===== src/rtl/srf_pkg.sv =====
// Shared types, codes and helpers for the serial register access framer.
// No dependencies; the front, queue, back and top import this package.
package srf_pkg;

	// Input item actions
	localparam logic [1:0] ACT_WRITE = 2'd0;
	localparam logic [1:0] ACT_READ  = 2'd1;
	localparam logic [1:0] ACT_RX    = 2'd2;

	// Result kinds
	localparam logic [1:0] KIND_TX    = 2'd0;
	localparam logic [1:0] KIND_WDONE = 2'd1;
	localparam logic [1:0] KIND_RDONE = 2'd2;

	// Configuration register indexes
	localparam logic [1:0] CFG_HEADER = 2'd0;
	localparam logic [1:0] CFG_OPCODE = 2'd1;
	localparam logic [1:0] CFG_ACK    = 2'd2;

	typedef enum logic [2:0] {
		PH_IDLE = 3'b001,
		PH_WACK = 3'b010,
		PH_READ = 3'b100
	} phase_t;

	typedef enum logic [1:0] {
		JOB_WFRAME = 2'd0,
		JOB_RFRAME = 2'd1,
		JOB_WDONE  = 2'd2,
		JOB_RDONE  = 2'd3
	} job_kind_t;

	// Work handed from the front to the back through the queue
	typedef struct packed {
		job_kind_t   kind;
		logic [7:0]  addr;
		logic [1:0]  len;
		logic [23:0] wval;
		logic        ack_ok;
		logic [23:0] rdata;
	} job_t;

	typedef struct packed {
		logic idle;
		logic push;
	} front_stat_t;

	// Sign-extend a little-endian value of len bytes to 24 bits
	function automatic logic [23:0] sext_value(input logic [23:0] acc, input logic [1:0] len);
		logic [23:0] v;
		begin
			case (len)
				2'd0: v = 24'd0;
				2'd1: v = {{16{acc[7]}}, acc[7:0]};
				2'd2: v = {{8{acc[15]}}, acc[15:0]};
				2'd3: v = acc;
				default: v = 24'd0;
			endcase
			return v;
		end
	endfunction

endpackage


===== src/rtl/srf_if.sv =====
// Valid/ready channel interfaces for the request item and the result item.
// Depends on nothing; used by the front, the back and the top level.
interface srf_in_if;
	logic        valid;
	logic        ready;
	logic [1:0]  action;
	logic [7:0]  reg_address;
	logic [1:0]  reg_length;
	logic [23:0] write_value;
	logic [7:0]  rx_byte;

	modport source(output valid, action, reg_address, reg_length, write_value, rx_byte,
		input ready);
	modport sink(input valid, action, reg_address, reg_length, write_value, rx_byte,
		output ready);
endinterface

interface srf_out_if;
	logic               valid;
	logic               ready;
	logic [1:0]         kind;
	logic [7:0]         tx_byte;
	logic               frame_end;
	logic               ack_ok;
	logic signed [23:0] read_value;

	modport source(output valid, kind, tx_byte, frame_end, ack_ok, read_value, input ready);
	modport sink(input valid, kind, tx_byte, frame_end, ack_ok, read_value, output ready);
endinterface


===== src/rtl/srf_front.sv =====
// Front end: accepts requests and received bytes, tracks the reply phase,
// and pushes frame or completion jobs into the queue. Depends on srf_pkg.
module srf_front import srf_pkg::*; #(
	parameter int MAX_REG_BYTES = 3
) (
	input  logic        clk,
	input  logic        arst_n,
	srf_in_if.sink      item,
	input  logic [7:0]  ack_byte,
	input  logic        q_full,
	output job_t        q_job,
	output front_stat_t stat
);

	localparam logic [2:0] MaxLen = 3'(MAX_REG_BYTES);

	phase_t      phase_q;
	logic [2:0]  expect_q;
	logic [2:0]  seen_q;
	logic [1:0]  plen_q;
	logic [23:0] acc_q;
	logic        match_q;

	logic        take;
	logic [1:0]  len_c;
	logic [2:0]  seen_n;
	logic        match_n;
	logic [23:0] acc_n;
	logic        done;

	assign item.ready = !q_full;
	assign take = item.valid && !q_full;

	assign len_c = ({1'b0, item.reg_length} > MaxLen) ? MaxLen[1:0] : item.reg_length;
	assign seen_n = seen_q + 3'd1;
	assign match_n = match_q && (item.rx_byte == ack_byte);
	assign done = (seen_n >= expect_q);

	always_comb begin
		acc_n = acc_q;
		if (seen_q >= 3'd1 && seen_q <= {1'b0, plen_q})
			acc_n = acc_q | (24'(item.rx_byte) << {seen_q - 3'd1, 3'b000});
	end

	always_comb begin
		q_job = '{kind: JOB_WFRAME, addr: item.reg_address, len: len_c,
			wval: item.write_value, ack_ok: match_n, rdata: sext_value(acc_n, plen_q)};
		stat.idle = (phase_q == PH_IDLE);
		stat.push = 1'b0;
		if (take) begin
			case (phase_q)
				PH_IDLE: begin
					if (item.action == ACT_WRITE) begin
						q_job.kind = JOB_WFRAME;
						stat.push = 1'b1;
					end else if (item.action == ACT_READ) begin
						q_job.kind = JOB_RFRAME;
						stat.push = 1'b1;
					end
				end
				PH_WACK: begin
					q_job.kind = JOB_WDONE;
					stat.push = (item.action == ACT_RX) && done;
				end
				PH_READ: begin
					q_job.kind = JOB_RDONE;
					stat.push = (item.action == ACT_RX) && done;
				end
				default: stat.push = 1'b0;
			endcase
		end
	end

	always_ff @(posedge clk or negedge arst_n) begin
		if (!arst_n) begin
			phase_q  <= PH_IDLE;
			expect_q <= '0;
			seen_q   <= '0;
			plen_q   <= '0;
			acc_q    <= '0;
			match_q  <= 1'b1;
		end else if (take) begin
			case (phase_q)
				PH_IDLE: begin
					if (item.action == ACT_WRITE || item.action == ACT_READ) begin
						phase_q  <= (item.action == ACT_WRITE) ? PH_WACK : PH_READ;
						expect_q <= (item.action == ACT_WRITE) ? 3'd2 : {1'b0, len_c} + 3'd2;
						seen_q   <= '0;
						plen_q   <= len_c;
						acc_q    <= '0;
						match_q  <= 1'b1;
					end
				end
				PH_WACK: begin
					if (item.action == ACT_RX) begin
						match_q <= match_n;
						seen_q  <= done ? 3'd0 : seen_n;
						if (done)
							phase_q <= PH_IDLE;
					end
				end
				PH_READ: begin
					if (item.action == ACT_RX) begin
						acc_q  <= acc_n;
						seen_q <= done ? 3'd0 : seen_n;
						if (done)
							phase_q <= PH_IDLE;
					end
				end
				default: phase_q <= PH_IDLE;
			endcase
		end
	end

endmodule


===== src/rtl/srf_queue.sv =====
// Two-entry job queue between the front and the back.
// Depends on srf_pkg for the job type.
module srf_queue import srf_pkg::*; (
	input  logic       clk,
	input  logic       arst_n,
	input  logic       push,
	input  job_t       push_job,
	input  logic       pop,
	output job_t       head,
	output logic       empty,
	output logic       full,
	output logic [1:0] level
);

	job_t       mem_q [2];
	logic       wptr_q;
	logic       rptr_q;
	logic [1:0] count_q;

	assign head  = mem_q[rptr_q];
	assign empty = (count_q == 2'd0);
	assign full  = (count_q == 2'd2);
	assign level = count_q;

	always_ff @(posedge clk) begin
		if (push)
			mem_q[wptr_q] <= push_job;
	end

	always_ff @(posedge clk or negedge arst_n) begin
		if (!arst_n) begin
			wptr_q  <= 1'b0;
			rptr_q  <= 1'b0;
			count_q <= 2'd0;
		end else begin
			if (push)
				wptr_q <= !wptr_q;
			if (pop)
				rptr_q <= !rptr_q;
			count_q <= count_q + 2'(push) - 2'(pop);
		end
	end

endmodule


===== src/rtl/srf_back.sv =====
// Back end: puts frame jobs byte by byte and completion jobs whole into
// the output register. Depends on srf_pkg and the result interface.
module srf_back import srf_pkg::*; (
	input  logic       clk,
	input  logic       arst_n,
	input  job_t       job,
	input  logic       q_empty,
	input  logic [7:0] header_byte,
	input  logic [7:0] read_opcode,
	output logic       pop,
	srf_out_if.source  result
);

	logic [2:0] idx_q;
	logic       load;
	logic       fire;
	logic [2:0] count;
	logic       last;
	logic [7:0] vb0, vb1, vb2;
	logic [7:0] wsum, rsum;
	logic [7:0] byte_c;
	logic [1:0] kind_c;
	logic [2:0] vsel;

	assign load = !result.valid || result.ready;
	assign fire = !q_empty && load;

	assign vb0  = (job.len >= 2'd1) ? job.wval[7:0] : 8'd0;
	assign vb1  = (job.len >= 2'd2) ? job.wval[15:8] : 8'd0;
	assign vb2  = (job.len >= 2'd3) ? job.wval[23:16] : 8'd0;
	assign wsum = {6'd0, job.len} + 8'd1 + job.addr + vb0 + vb1 + vb2;
	assign rsum = read_opcode + job.addr + {6'd0, job.len};
	assign vsel = idx_q - 3'd3;

	always_comb begin
		byte_c = 8'd0;
		kind_c = KIND_TX;
		count  = 3'd1;
		case (job.kind)
			JOB_WFRAME: begin
				count = {1'b0, job.len} + 3'd4;
				case (idx_q)
					3'd0: byte_c = header_byte;
					3'd1: byte_c = {6'd0, job.len} + 8'd1;
					3'd2: byte_c = job.addr;
					default: begin
						if (idx_q < {1'b0, job.len} + 3'd3)
							byte_c = 8'(job.wval >> {vsel[1:0], 3'b000});
						else
							byte_c = wsum;
					end
				endcase
			end
			JOB_RFRAME: begin
				count = 3'd5;
				case (idx_q)
					3'd0: byte_c = header_byte;
					3'd1: byte_c = read_opcode;
					3'd2: byte_c = job.addr;
					3'd3: byte_c = {6'd0, job.len};
					default: byte_c = rsum;
				endcase
			end
			JOB_WDONE: kind_c = KIND_WDONE;
			JOB_RDONE: kind_c = KIND_RDONE;
			default: kind_c = KIND_TX;
		endcase
	end

	assign last = (idx_q == count - 3'd1);
	assign pop  = fire && last;

	always_ff @(posedge clk or negedge arst_n) begin
		if (!arst_n) begin
			result.valid <= 1'b0;
			idx_q        <= '0;
		end else if (load) begin
			result.valid <= !q_empty;
			if (fire)
				idx_q <= last ? 3'd0 : idx_q + 3'd1;
		end
	end

	// Payload holds while the receiver stalls
	always_ff @(posedge clk) begin
		if (fire) begin
			result.kind       <= kind_c;
			result.tx_byte    <= byte_c;
			result.frame_end  <= (kind_c == KIND_TX) && last;
			result.ack_ok     <= (job.kind == JOB_WDONE) && job.ack_ok;
			result.read_value <= (job.kind == JOB_RDONE) ? job.rdata : 24'd0;
		end
	end

endmodule


===== src/rtl/serial_register_access_framer.sv =====
// Serial register access framer: host side of a byte-serial register protocol.
// Channels: item (sink) takes write requests, read requests and received
// device bytes; result (source) gives transmit bytes of request frames, with
// frame_end on the last one, and write/read completions (ack_ok, read_value).
// Configuration: cfg_we/cfg_index/cfg_data write header_byte, read_opcode
// and ack_byte; write them only while no request is in flight.
// An accepted job is queued first; its results then enter the output register.
// Throughput: one item per cycle while the two-entry job queue has room; the
// result register emits one byte per cycle while the receiver is ready; a
// request frame has 4 + length bytes (write) or 5 bytes (read), and the
// queue fills when the receiver is slower than the requests.
// Bytes received while idle, requests while a reply is awaited and action 3
// are taken and dropped. When the receiver stalls, the result holds and the
// queue absorbs up to two jobs before item.ready falls.
// Reset sets idle phase, empty queue, no valid result and configuration 0.
// Depends on srf_pkg, srf_if, srf_front, srf_queue and srf_back.
module serial_register_access_framer import srf_pkg::*; #(
	parameter int MAX_REG_BYTES = 3
) (
	input  logic       clk,
	input  logic       arst_n,
	srf_in_if.sink     item,
	srf_out_if.source  result,
	input  logic       cfg_we,
	input  logic [1:0] cfg_index,
	input  logic [7:0] cfg_data
);

	logic [7:0]  header_q;
	logic [7:0]  opcode_q;
	logic [7:0]  ack_q;

	job_t        push_job;
	job_t        head;
	front_stat_t fstat;
	logic        q_empty;
	logic        q_full;
	logic [1:0]  q_level;
	logic        q_pop;

	always_ff @(posedge clk or negedge arst_n) begin
		if (!arst_n) begin
			header_q <= '0;
			opcode_q <= '0;
			ack_q    <= '0;
		end else if (cfg_we) begin
			case (cfg_index)
				CFG_HEADER: header_q <= cfg_data;
				CFG_OPCODE: opcode_q <= cfg_data;
				CFG_ACK:    ack_q    <= cfg_data;
				default:    ack_q    <= ack_q;
			endcase
		end
	end

	srf_front #(.MAX_REG_BYTES(MAX_REG_BYTES)) u_front (
		.clk(clk), .arst_n(arst_n), .item(item), .ack_byte(ack_q),
		.q_full(q_full), .q_job(push_job), .stat(fstat)
	);

	srf_queue u_queue (
		.clk(clk), .arst_n(arst_n), .push(fstat.push), .push_job(push_job),
		.pop(q_pop), .head(head), .empty(q_empty), .full(q_full), .level(q_level)
	);

	srf_back u_back (
		.clk(clk), .arst_n(arst_n), .job(head), .q_empty(q_empty),
		.header_byte(header_q), .read_opcode(opcode_q), .pop(q_pop), .result(result)
	);

	a_no_overflow: assert property (@(posedge clk) disable iff (!arst_n)
		fstat.push |-> q_level != 2'd2)
		else $error("job pushed into a full queue");

	a_read_queued: assert property (@(posedge clk) disable iff (!arst_n)
		item.valid && item.ready && item.action == ACT_READ && fstat.idle
		|=> q_level != 2'd0)
		else $error("read request left no job");

	a_end_on_tx: assert property (@(posedge clk) disable iff (!arst_n)
		result.valid && result.frame_end |-> result.kind == KIND_TX)
		else $error("frame_end on a completion result");

	a_pop_has_job: assert property (@(posedge clk) disable iff (!arst_n)
		q_pop |-> !q_empty ##1 result.valid)
		else $error("finished job not presented");

endmodule

===== src/flat_wrapper.sv =====
// flat-port wrapper written by rule: the top's interface ports become plain ports
module serial_register_access_framer_flat import srf_pkg::*;
#(
	parameter int MAX_REG_BYTES = 3
)
  (clk, arst_n, cfg_we, cfg_index, cfg_data, item_valid, item_action, item_reg_address, item_reg_length, item_write_value, item_rx_byte, item_ready, result_valid, result_kind, result_tx_byte, result_frame_end, result_ack_ok, result_read_value, result_ready);
  srf_in_if item_i ();
  srf_out_if result_i ();
  input  logic clk;
  input  logic arst_n;
  input  logic cfg_we;
  input  logic [1:0] cfg_index;
  input  logic [7:0] cfg_data;
  input wire logic [$bits(item_i.valid)-1:0] item_valid;
  input wire logic [$bits(item_i.action)-1:0] item_action;
  input wire logic [$bits(item_i.reg_address)-1:0] item_reg_address;
  input wire logic [$bits(item_i.reg_length)-1:0] item_reg_length;
  input wire logic [$bits(item_i.write_value)-1:0] item_write_value;
  input wire logic [$bits(item_i.rx_byte)-1:0] item_rx_byte;
  output wire logic [$bits(item_i.ready)-1:0] item_ready;
  output wire logic [$bits(result_i.valid)-1:0] result_valid;
  output wire logic [$bits(result_i.kind)-1:0] result_kind;
  output wire logic [$bits(result_i.tx_byte)-1:0] result_tx_byte;
  output wire logic [$bits(result_i.frame_end)-1:0] result_frame_end;
  output wire logic [$bits(result_i.ack_ok)-1:0] result_ack_ok;
  output wire logic [$bits(result_i.read_value)-1:0] result_read_value;
  input wire logic [$bits(result_i.ready)-1:0] result_ready;
  assign item_i.valid = item_valid;
  assign item_i.action = item_action;
  assign item_i.reg_address = item_reg_address;
  assign item_i.reg_length = item_reg_length;
  assign item_i.write_value = item_write_value;
  assign item_i.rx_byte = item_rx_byte;
  assign item_ready = item_i.ready;
  assign result_valid = result_i.valid;
  assign result_kind = result_i.kind;
  assign result_tx_byte = result_i.tx_byte;
  assign result_frame_end = result_i.frame_end;
  assign result_ack_ok = result_i.ack_ok;
  assign result_read_value = result_i.read_value;
  assign result_i.ready = result_ready;
  serial_register_access_framer #(.MAX_REG_BYTES(MAX_REG_BYTES)) u_core (.clk(clk), .arst_n(arst_n), .item(item_i), .result(result_i), .cfg_we(cfg_we), .cfg_index(cfg_index), .cfg_data(cfg_data));
endmodule

===== config.mk =====
export PLATFORM = sky130hd
export DESIGN_NAME = serial_register_access_framer_flat
export DESIGN_NICKNAME = d
export VERILOG_FILES = /design/src/rtl/srf_pkg.sv /design/src/rtl/srf_if.sv /design/src/rtl/srf_front.sv /design/src/rtl/srf_queue.sv /design/src/rtl/srf_back.sv /design/src/rtl/serial_register_access_framer.sv /design/src/flat_wrapper.sv
export SDC_FILE = /design/constraint.sdc
export NUM_CORES = 1
export LEC_CHECK = 0
export BUFFER_PORTS_ARGS = -buffer_cell sky130_fd_sc_hd__buf_2
export CAP_MARGIN = 10
export CORE_MARGIN = 8
export CORE_UTILIZATION = 40
export CTS_CLUSTER_DIAMETER = 30
export CTS_CLUSTER_SIZE = 16
export DETAILED_ROUTE_END_ITERATION = 8
export GPL_TIMING_DRIVEN = 0
export PLACE_DENSITY = 0.64
export SETUP_SLACK_MARGIN = 0.02
export SYNTH_ARGS = -nofsm -noshare
export SYNTH_HDL_FRONTEND = slang
export SYNTH_SLANG_ARGS = --single-unit

===== constraint.sdc =====
create_clock -name clk -period 5.1 [get_ports clk]
set_clock_uncertainty 0.05 [all_clocks]
set_input_delay 0.51 -clock clk [delete_from_list [all_inputs] [get_ports clk]]
set_output_delay 0.51 -clock clk [all_outputs]
set_load 0.02 [all_outputs]

Word level (Yosys, flattened, before mapping)
Memory sizes are Yosys's and may differ from the RTL's.
Index checks and enable logic that the tools add are counted.
{ "classes": {"n_reduce_logical": 35, "bitwise_logic": 1, "magnitude_cmp": 7, "addsub": 17, "n_shift": 2, "muxes": 38, "eq_ne": 24} }
{ "ops": {"columns": ["cell", "count"], "rows": [
  ["$pmux W24 S4", 1],
  ["$mux W24", 3],
  ["$pmux W24 S2", 1],
  ["$add A8 B8 Y8", 5],
  ["$mux W8", 4],
  ["$pmux W8 S4", 1],
  ["$mux W3", 9],
  ["$or A24 B24 Y24", 1],
  ["$pmux W8 S3", 1],
  ["$shl A8 B6 Y24", 1],
  ["$shr A24 B5 Y8", 1],
  ["$pmux W3 S2", 3],
  ["$pmux W8 S2", 1],
  ["$reduce_and A4 Y1", 4],
  ["$eq A2 B2 Y1 const B", 7],
  ["$logic_not A2 Y1", 6],
  ["$eq A3 B2 Y1 const B", 3],
  ["$mux W1", 9],
  ["$add A8 B2 Y8", 1],
  ["$eq A2 B1 Y1 const B", 4],
  ["$eq A8 B8 Y1", 1],
  ["$logic_and A1 B1 Y1", 8],
  ["$reduce_and A2 Y1", 4],
  ["$add A2 B2 Y3 const B", 2],
  ["other kinds (28)", 43]
]} }
{ "word_totals": {"ramBits": 122, "input_bits": 59, "elab_cells": 144, "output_inout_bits": 38, "reg_bits": 104, "mem_count": 1} }
{ "memory_table": {"columns": ["memory", "words", "width", "read_ports", "rd_clocked_by_memory_dff", "write_ports", "line", "rtl"], "rows": [
  ["u_core.u_queue.mem_q", 2, 61, 1, 0, 1, "srf_queue.sv:15", "job_t mem_q [2];"]
]} }

Logic depth before layout (Yosys ltp)
An unclocked memory read counts as a cell.
{ "depth": {"depth_word": 9, "mapped_depth": 22, "depth_no_buf": 18} }

Cells and area by module
From an unflattened synthesis, not the netlist that was laid out.
{ "hier_totals": {"hier_cells": 905, "hier_area_um2": 11925.2} }
{ "by_module_without_submodules": {"columns": ["mod", "seq_area_each_um2", "n_inst", "cells_each", "area_per_inst_um2"], "rows": [
  ["srf_queue", 3763.6, 1, 205, 4899.7],
  ["srf_back", 1181.1, 1, 364, 3553.4],
  ["srf_front", 903.4, 1, 285, 2560.0],
  ["serial_register_access_framer", 600.6, 1, 51, 912.1]
]} }

Least setup slack after synthesis
No wires, ideal clock.
{ "synth_path": {"path_type": "register -> register", "start": "register u_core.u_front.seen_q[0]", "end": "memory u_core.u_queue.mem_q[0][0] in the netlist's numbering (enable)", "required_time_ns": 4.563, "t_arrival_ns": 4.483, "synth_period_minus_slack_ns": 5.020, "setup_time_ns": 0.487, "path_stages_with_launch": 9, "path_buffers": 0, "slack_ns": 0.080, "cell_sequence": "dfrtp_1 inv_1 ha_1 ha_1 a21o_1 a21oi_1 nand2b_1 a21oi_1 nor2b_1"} }
{ "synth_via": {"elab_chain_cells": 7} }
{ "synth_lines": {"columns": ["element", "line", "rtl"], "rows": [
  ["start: declaration", "srf_front.sv:19", "logic [2:0] seen_q;"],
  ["start signal: assignment", "srf_front.sv:97", "seen_q <= done ? 3'd0 : seen_n;"],
  ["start signal: assignment", "srf_front.sv:105", "seen_q <= done ? 3'd0 : seen_n;"],
  ["$add A3 B1 Y3", "srf_front.sv:35", "assign seen_n = seen_q + 3'd1;"],
  ["$ge A3 B3 Y1", "srf_front.sv:37", "assign done = (seen_n >= expect_q);"],
  ["$logic_and A1 B1 Y1", "srf_front.sv:63, srf_front.sv:67", null],
  ["$pmux W1 S2", "srf_front.sv:51", "case (phase_q)"],
  ["$mux W1", "srf_front.sv:50", "if (take) begin"],
  ["net u_core.u_queue.push", "srf_queue.sv:6", "input logic push,"],
  ["$mux W1", "srf_queue.sv:26", "if (push)"],
  ["$mux W1 (implied by the code)", "srf_queue.sv:27", "mem_q[wptr_q] <= push_job;"],
  ["end: declaration", "srf_queue.sv:15", null]
]} }
The timed path passes the listed nets, and every way through them passes these cells.

Worst setup path after layout
{ "layout_path": {"start": "register u_core.u_queue.rptr_q", "end": "register u_core.u_back.result.tx_byte[6] (data pin)"} }
{ "layout_via": {"elab_chain_cells": 9, "elab_cells_between_ends": 23, "classes_between": "add/sub (8); order compare (4); eq/ne (1); shift (1); mux (7); reduce/logical (1); memory (1)"} }
{ "layout_lines": {"columns": ["element", "line", "rtl"], "rows": [
  ["start: declaration", "srf_queue.sv:17", "logic rptr_q;"],
  ["start signal: assignment", "srf_queue.sv:39", "rptr_q <= !rptr_q;"],
  ["$mem_v2 Z2 W61 *", null, null],
  ["$add A2 B1 Y3 or $ge A2 B1 Y1 (tied branches)", "srf_back.sv:31, srf_back.sv:28", null],
  ["$add A8 B8 Y8 or $mux W8 (tied branches)", "srf_back.sv:31, srf_back.sv:28", null],
  ["$add A8 B8 Y8 (3 in series)", "srf_back.sv:31", "assign wsum = {6'd0, job.len} + 8'd1 + job.addr + vb0 + vb1 + vb2;"],
  ["$mux W8", "srf_back.sv:47", "if (idx_q < {1'b0, job.len} + 3'd3)"],
  ["$pmux W8 S3", "srf_back.sv:42", "case (idx_q)"],
  ["$pmux W8 S2 *", "srf_back.sv:39", "case (job.kind)"],
  ["net u_core.u_back.byte_c[6]", "srf_back.sv:21", "logic [7:0] byte_c;"],
  ["end signal: assignment", "srf_back.sv:88", "result.tx_byte <= byte_c;"],
  ["end: declaration", "srf_if.sv:27", "modport source(output valid, kind, tx_byte, frame_end, ack_ok, read_value, input ready);"]
]} }
The timed path passes the listed nets; every way through them passes the cells marked *.
A chain may end at the register's enable or synchronous reset.

==> metrics.txt <==
status completed; Synth cell types 73; Hold-fix buffers, CTS 0; Bufs and invs on worst path 7; Area growth, synth to finish 24.3%; worst vdd ir 0.369 mV; final-report max-slew violation count 0; Tmin final 4870 ps; Leakage 5.61 nW; row count 61; Comb pwr share 41.3%; delay of the slowest critical-path stage about 550 ps; Tot Pwr about 9.6 mW; Async S/R FF share, synth 30.1%; worst setup margin between 200 and 250 ps; Critical Path End Type flop; DR vias 7182; Pint 6.11 mW; Data required, critical path between 5000 and 6000 ps; CP arrival 5060 ps; worst skew pair latency 550 ps; Nets 1102; I/O Buffers 90; Slew HR 16.4%; register bit count reported by yosys 226; fin crit share 95.5%; Syn Area/Cell 13.2 um2; Syn Nets 960; sw frac 36.5%; Routed WL 25.7 mm; Place WS -470 ps; gpl congestion 0.867; Fmax 205 MHz; maximum fanout along the worst path 19; switching power 3.51 mW; Worst Setup SP u_core.u_queue.rptr_q; htree depth 2; R2R Setup Slk between 200 and 250 ps; Routed Antenna Nets 0; core box area approximately 0.028 mm2; largest net degree at the start of global routing ~70; DRC 0; placed cells between 1000 and 1500; Final Hold Vio Count 0; reg2reg end u_core.u_back.result.tx_byte[6]; GRT Resource Usage Total 15.7%; GRT Residual Overflow 0; initial antenna violation count 1; die area 0.0333 mm2; layout cells sized above 1 between 20% and 30%; Cell Chain, Critical Path buf_6, buf_12, buf_16, buf_8, mux2i_1, or2_2, fa_1, inv_1, fa_1, inv_1, fa_1, inv_1, ha_1, a21o_1, a21oi_2, o21ai_0, xnor2_1, nand2_1, a221o_1; Clock Tree Buf Depth 3; CTS sink count 226; P per Cell Area 699 mW/mm2; Synth Area in XOR/XNOR 2.72%; Num CTS Buffers 46; first-pass GRT wire length 41.1 mm; DR iter-0 viols around 510; Slew @ Worst Pin 1240 ps; die width roughly 180 um; main combinational cell family by area after synthesis multiplexers; slowest CP cell fa_1; r2r startpoint u_core.u_queue.rptr_q; io pins 97; Synth Area in Compound Gates just under 10%; RSZ-0062 raised after global routing false; initial cell density of the core about two fifths; Mapped Area ~0.011 mm2; Wirelength per Cell 18.4 um; startpoint types flop; Simple-Gate Fraction of Synth Area 7.86%; CTS root buf clkbuf_16; Final Non-Filler Cells 1396; Worst Reg-to-Reg Cells 19; Top FF cell, synth edfxtp_1; vias per cell 5.14; CTS tree built; Post-DP HPWL between 15 and 20 mm; EDFF count, synth ~160; Synth Warn # 0; clock power share 31.6%; crit-path leading delay family adder cells; Pre-antenna DRT Iters 5; total of max-cap violations 0; CTS clk-pin slew, worst paths 50 ps; cell count after synthesis 839; WS Path Type reg2reg; ant diodes 0; sequential-to-total area share from yosys stat 58.2%; post-synthesis adder-cell area fraction 8.29%; Flop pwr share 27.1%; fraction of synthesized area in multiplexers between 10% and 20%; vias in the first global route 7599; min-delay worst type in2async; Die Span Y 182 um; Final setup viols 0
-- per-stage QoR --
step	utilization, %	hold slack [ps]	setup TNS, ps	area (um2)
floorplan	-	164	0	11100
global placement	43.5	420	-112180	12000
detailed placement	43.7	429	-1420	12000
CTS	49.7	50.2	0	13700
global route	50.0	86.5	0	13800
finish	50.0	21.8	0	13800
-- layout by cell type, fill, tap and decap left out, drive strengths merged, types with 40 or more instances in the layout --
| cell type | netlist | layout |
|---|---|---|
| edfxtp | 158 | 158 |
| buf | 15 | 108 |
| nor2 | 80 | 80 |
| clkbuf | 17 | 76 |
| dfrtp | 66 | 66 |
| mux2i | 54 | 54 |
| a21oi | 48 | 48 |
| inv | 39 | 45 |
| ha | 43 | 43 |
| o21ai | 41 | 41 |
| nand2 | 40 | 40 |
-- timing repair --
action                                  4_1_cts  5_1_grt
resized for setup                             8       11
endpoints found under the hold margin         0        0
buffers inserted                              0        3
endpoints found under the setup margin        4        3
-- power by group through the flow --
stage                     clock [mW]  combinational (mW)  sequential [mW]
after global routing            3.19                4.44             2.65
after global placement             0                3.79             2.65
after CTS                       3.09                3.93             2.61
after detailed placement           0                3.89             2.64
final                           3.04                3.98             2.61
after floorplan                    0                2.72             2.76
-- cell usage after synthesis (3+ instances only) --
cell type	instances	share of area, %
a211oi_1	6	0.41
a21boi_0	3	0.20
a21o_1	5	0.34
a21oi_1	48	2.2
a221o_1	3	0.27
a221oi_1	3	0.24
a222oi_1	3	0.27
a22o_1	23	1.8
a22oi_1	3	0.20
and2_1	6	0.34
and3_1	3	0.17
buf_2	10	0.45
clkbuf_1	17	0.58
dfrtp_1	66	15
edfxtp_1	158	43
fa_1	19	3.4
ha_1	43	4.9
inv_1	38	1.3
mux2_2	37	3.8
mux2i_1	53	4.8
mux4_2	8	1.6
nand2_1	40	1.4
nand2b_1	13	0.73
nand3_1	8	0.36
nor2_1	78	2.6
nor2b_1	7	0.40
nor3_1	9	0.41
o21ai_0	38	1.7
or2_2	4	0.23
xnor2_1	17	1.3
xor2_1	13	1.0
-- flip-flops by register name, summed over array words and instances, names as in the netlist, 2 cells and up --
register / cells
u_core.u_queue.level: 2
u_core.u_front.seen_q: 3
u_core.u_front.phase_q: 3
u_core.u_queue.mem_q: 122
u_core.u_front.expect_q: 3
u_core.u_back.result.read_value: 24
u_core.opcode_q: 8
u_core.header_q: 8
u_core.u_front.acc_q: 24
u_core.ack_q: 8
u_core.u_back.result.kind: 2
u_core.u_back.idx_q: 3
u_core.u_front.plen_q: 2
u_core.u_back.result.tx_byte: 8
-- layout make-up --
type,instances,area (um2)
tap,378,473
timing repair buffer,95,515
buffer,31,194
clock buffer,58,1260
fill,2443,13800
sequential,226,6450
clock inverter,27,358
inverter,41,154
multi-input combinational,540,4360
-- layer usage --
metal | wire, um | track usage, % | vias up
met5 | 13 | 0 | -
met4 | 585 | 4.82 | 2
met3 | 1660 | 3.68 | 44
met2 | 11800 | 24.4 | 208
met1 | 11700 | 21.5 | 3525
li1 | - | - | 3403
-- worst max path at each step --
stage,endpoint,slack (ps),depth (start not counted)
2_1_floorplan,u_core.u_queue.mem_q[0][0],80,8
6_report,u_core.u_back.result.tx_byte[6],230,19
3_5_place_dp,u_core.u_back.result.tx_byte[6],-470,20
3_3_place_gp,u_core.u_queue.mem_q[0][2],-1830,8
4_1_cts,u_core.u_back.result.tx_byte[6],50,19
5_1_grt,u_core.u_back.result.tx_byte[6],30,19
-- worst register-to-register path, delay by kind of cell, from the launching register on --
| family | cells | cell delay [ps] |
|---|---|---|
| buffers and inverters | 7 | 800 |
| muxes | 1 | 130 |
| adders and majority gates | 4 | 1870 |
| and+or+nand+nor | 2 | 360 |
| DFF | 1 | 360 |
| xor gates and xnor gates | 1 | 160 |
| AOI/OAI and AO/OA | 4 | 830 |
-- cells by family after synthesis --
family	after synthesis
fa+ha+maj	62
xor+xnor	32
buf+inv	73
flops	226
compound gates	163
simple gates	184
mux	99
(Power assumes the default switching activity.)
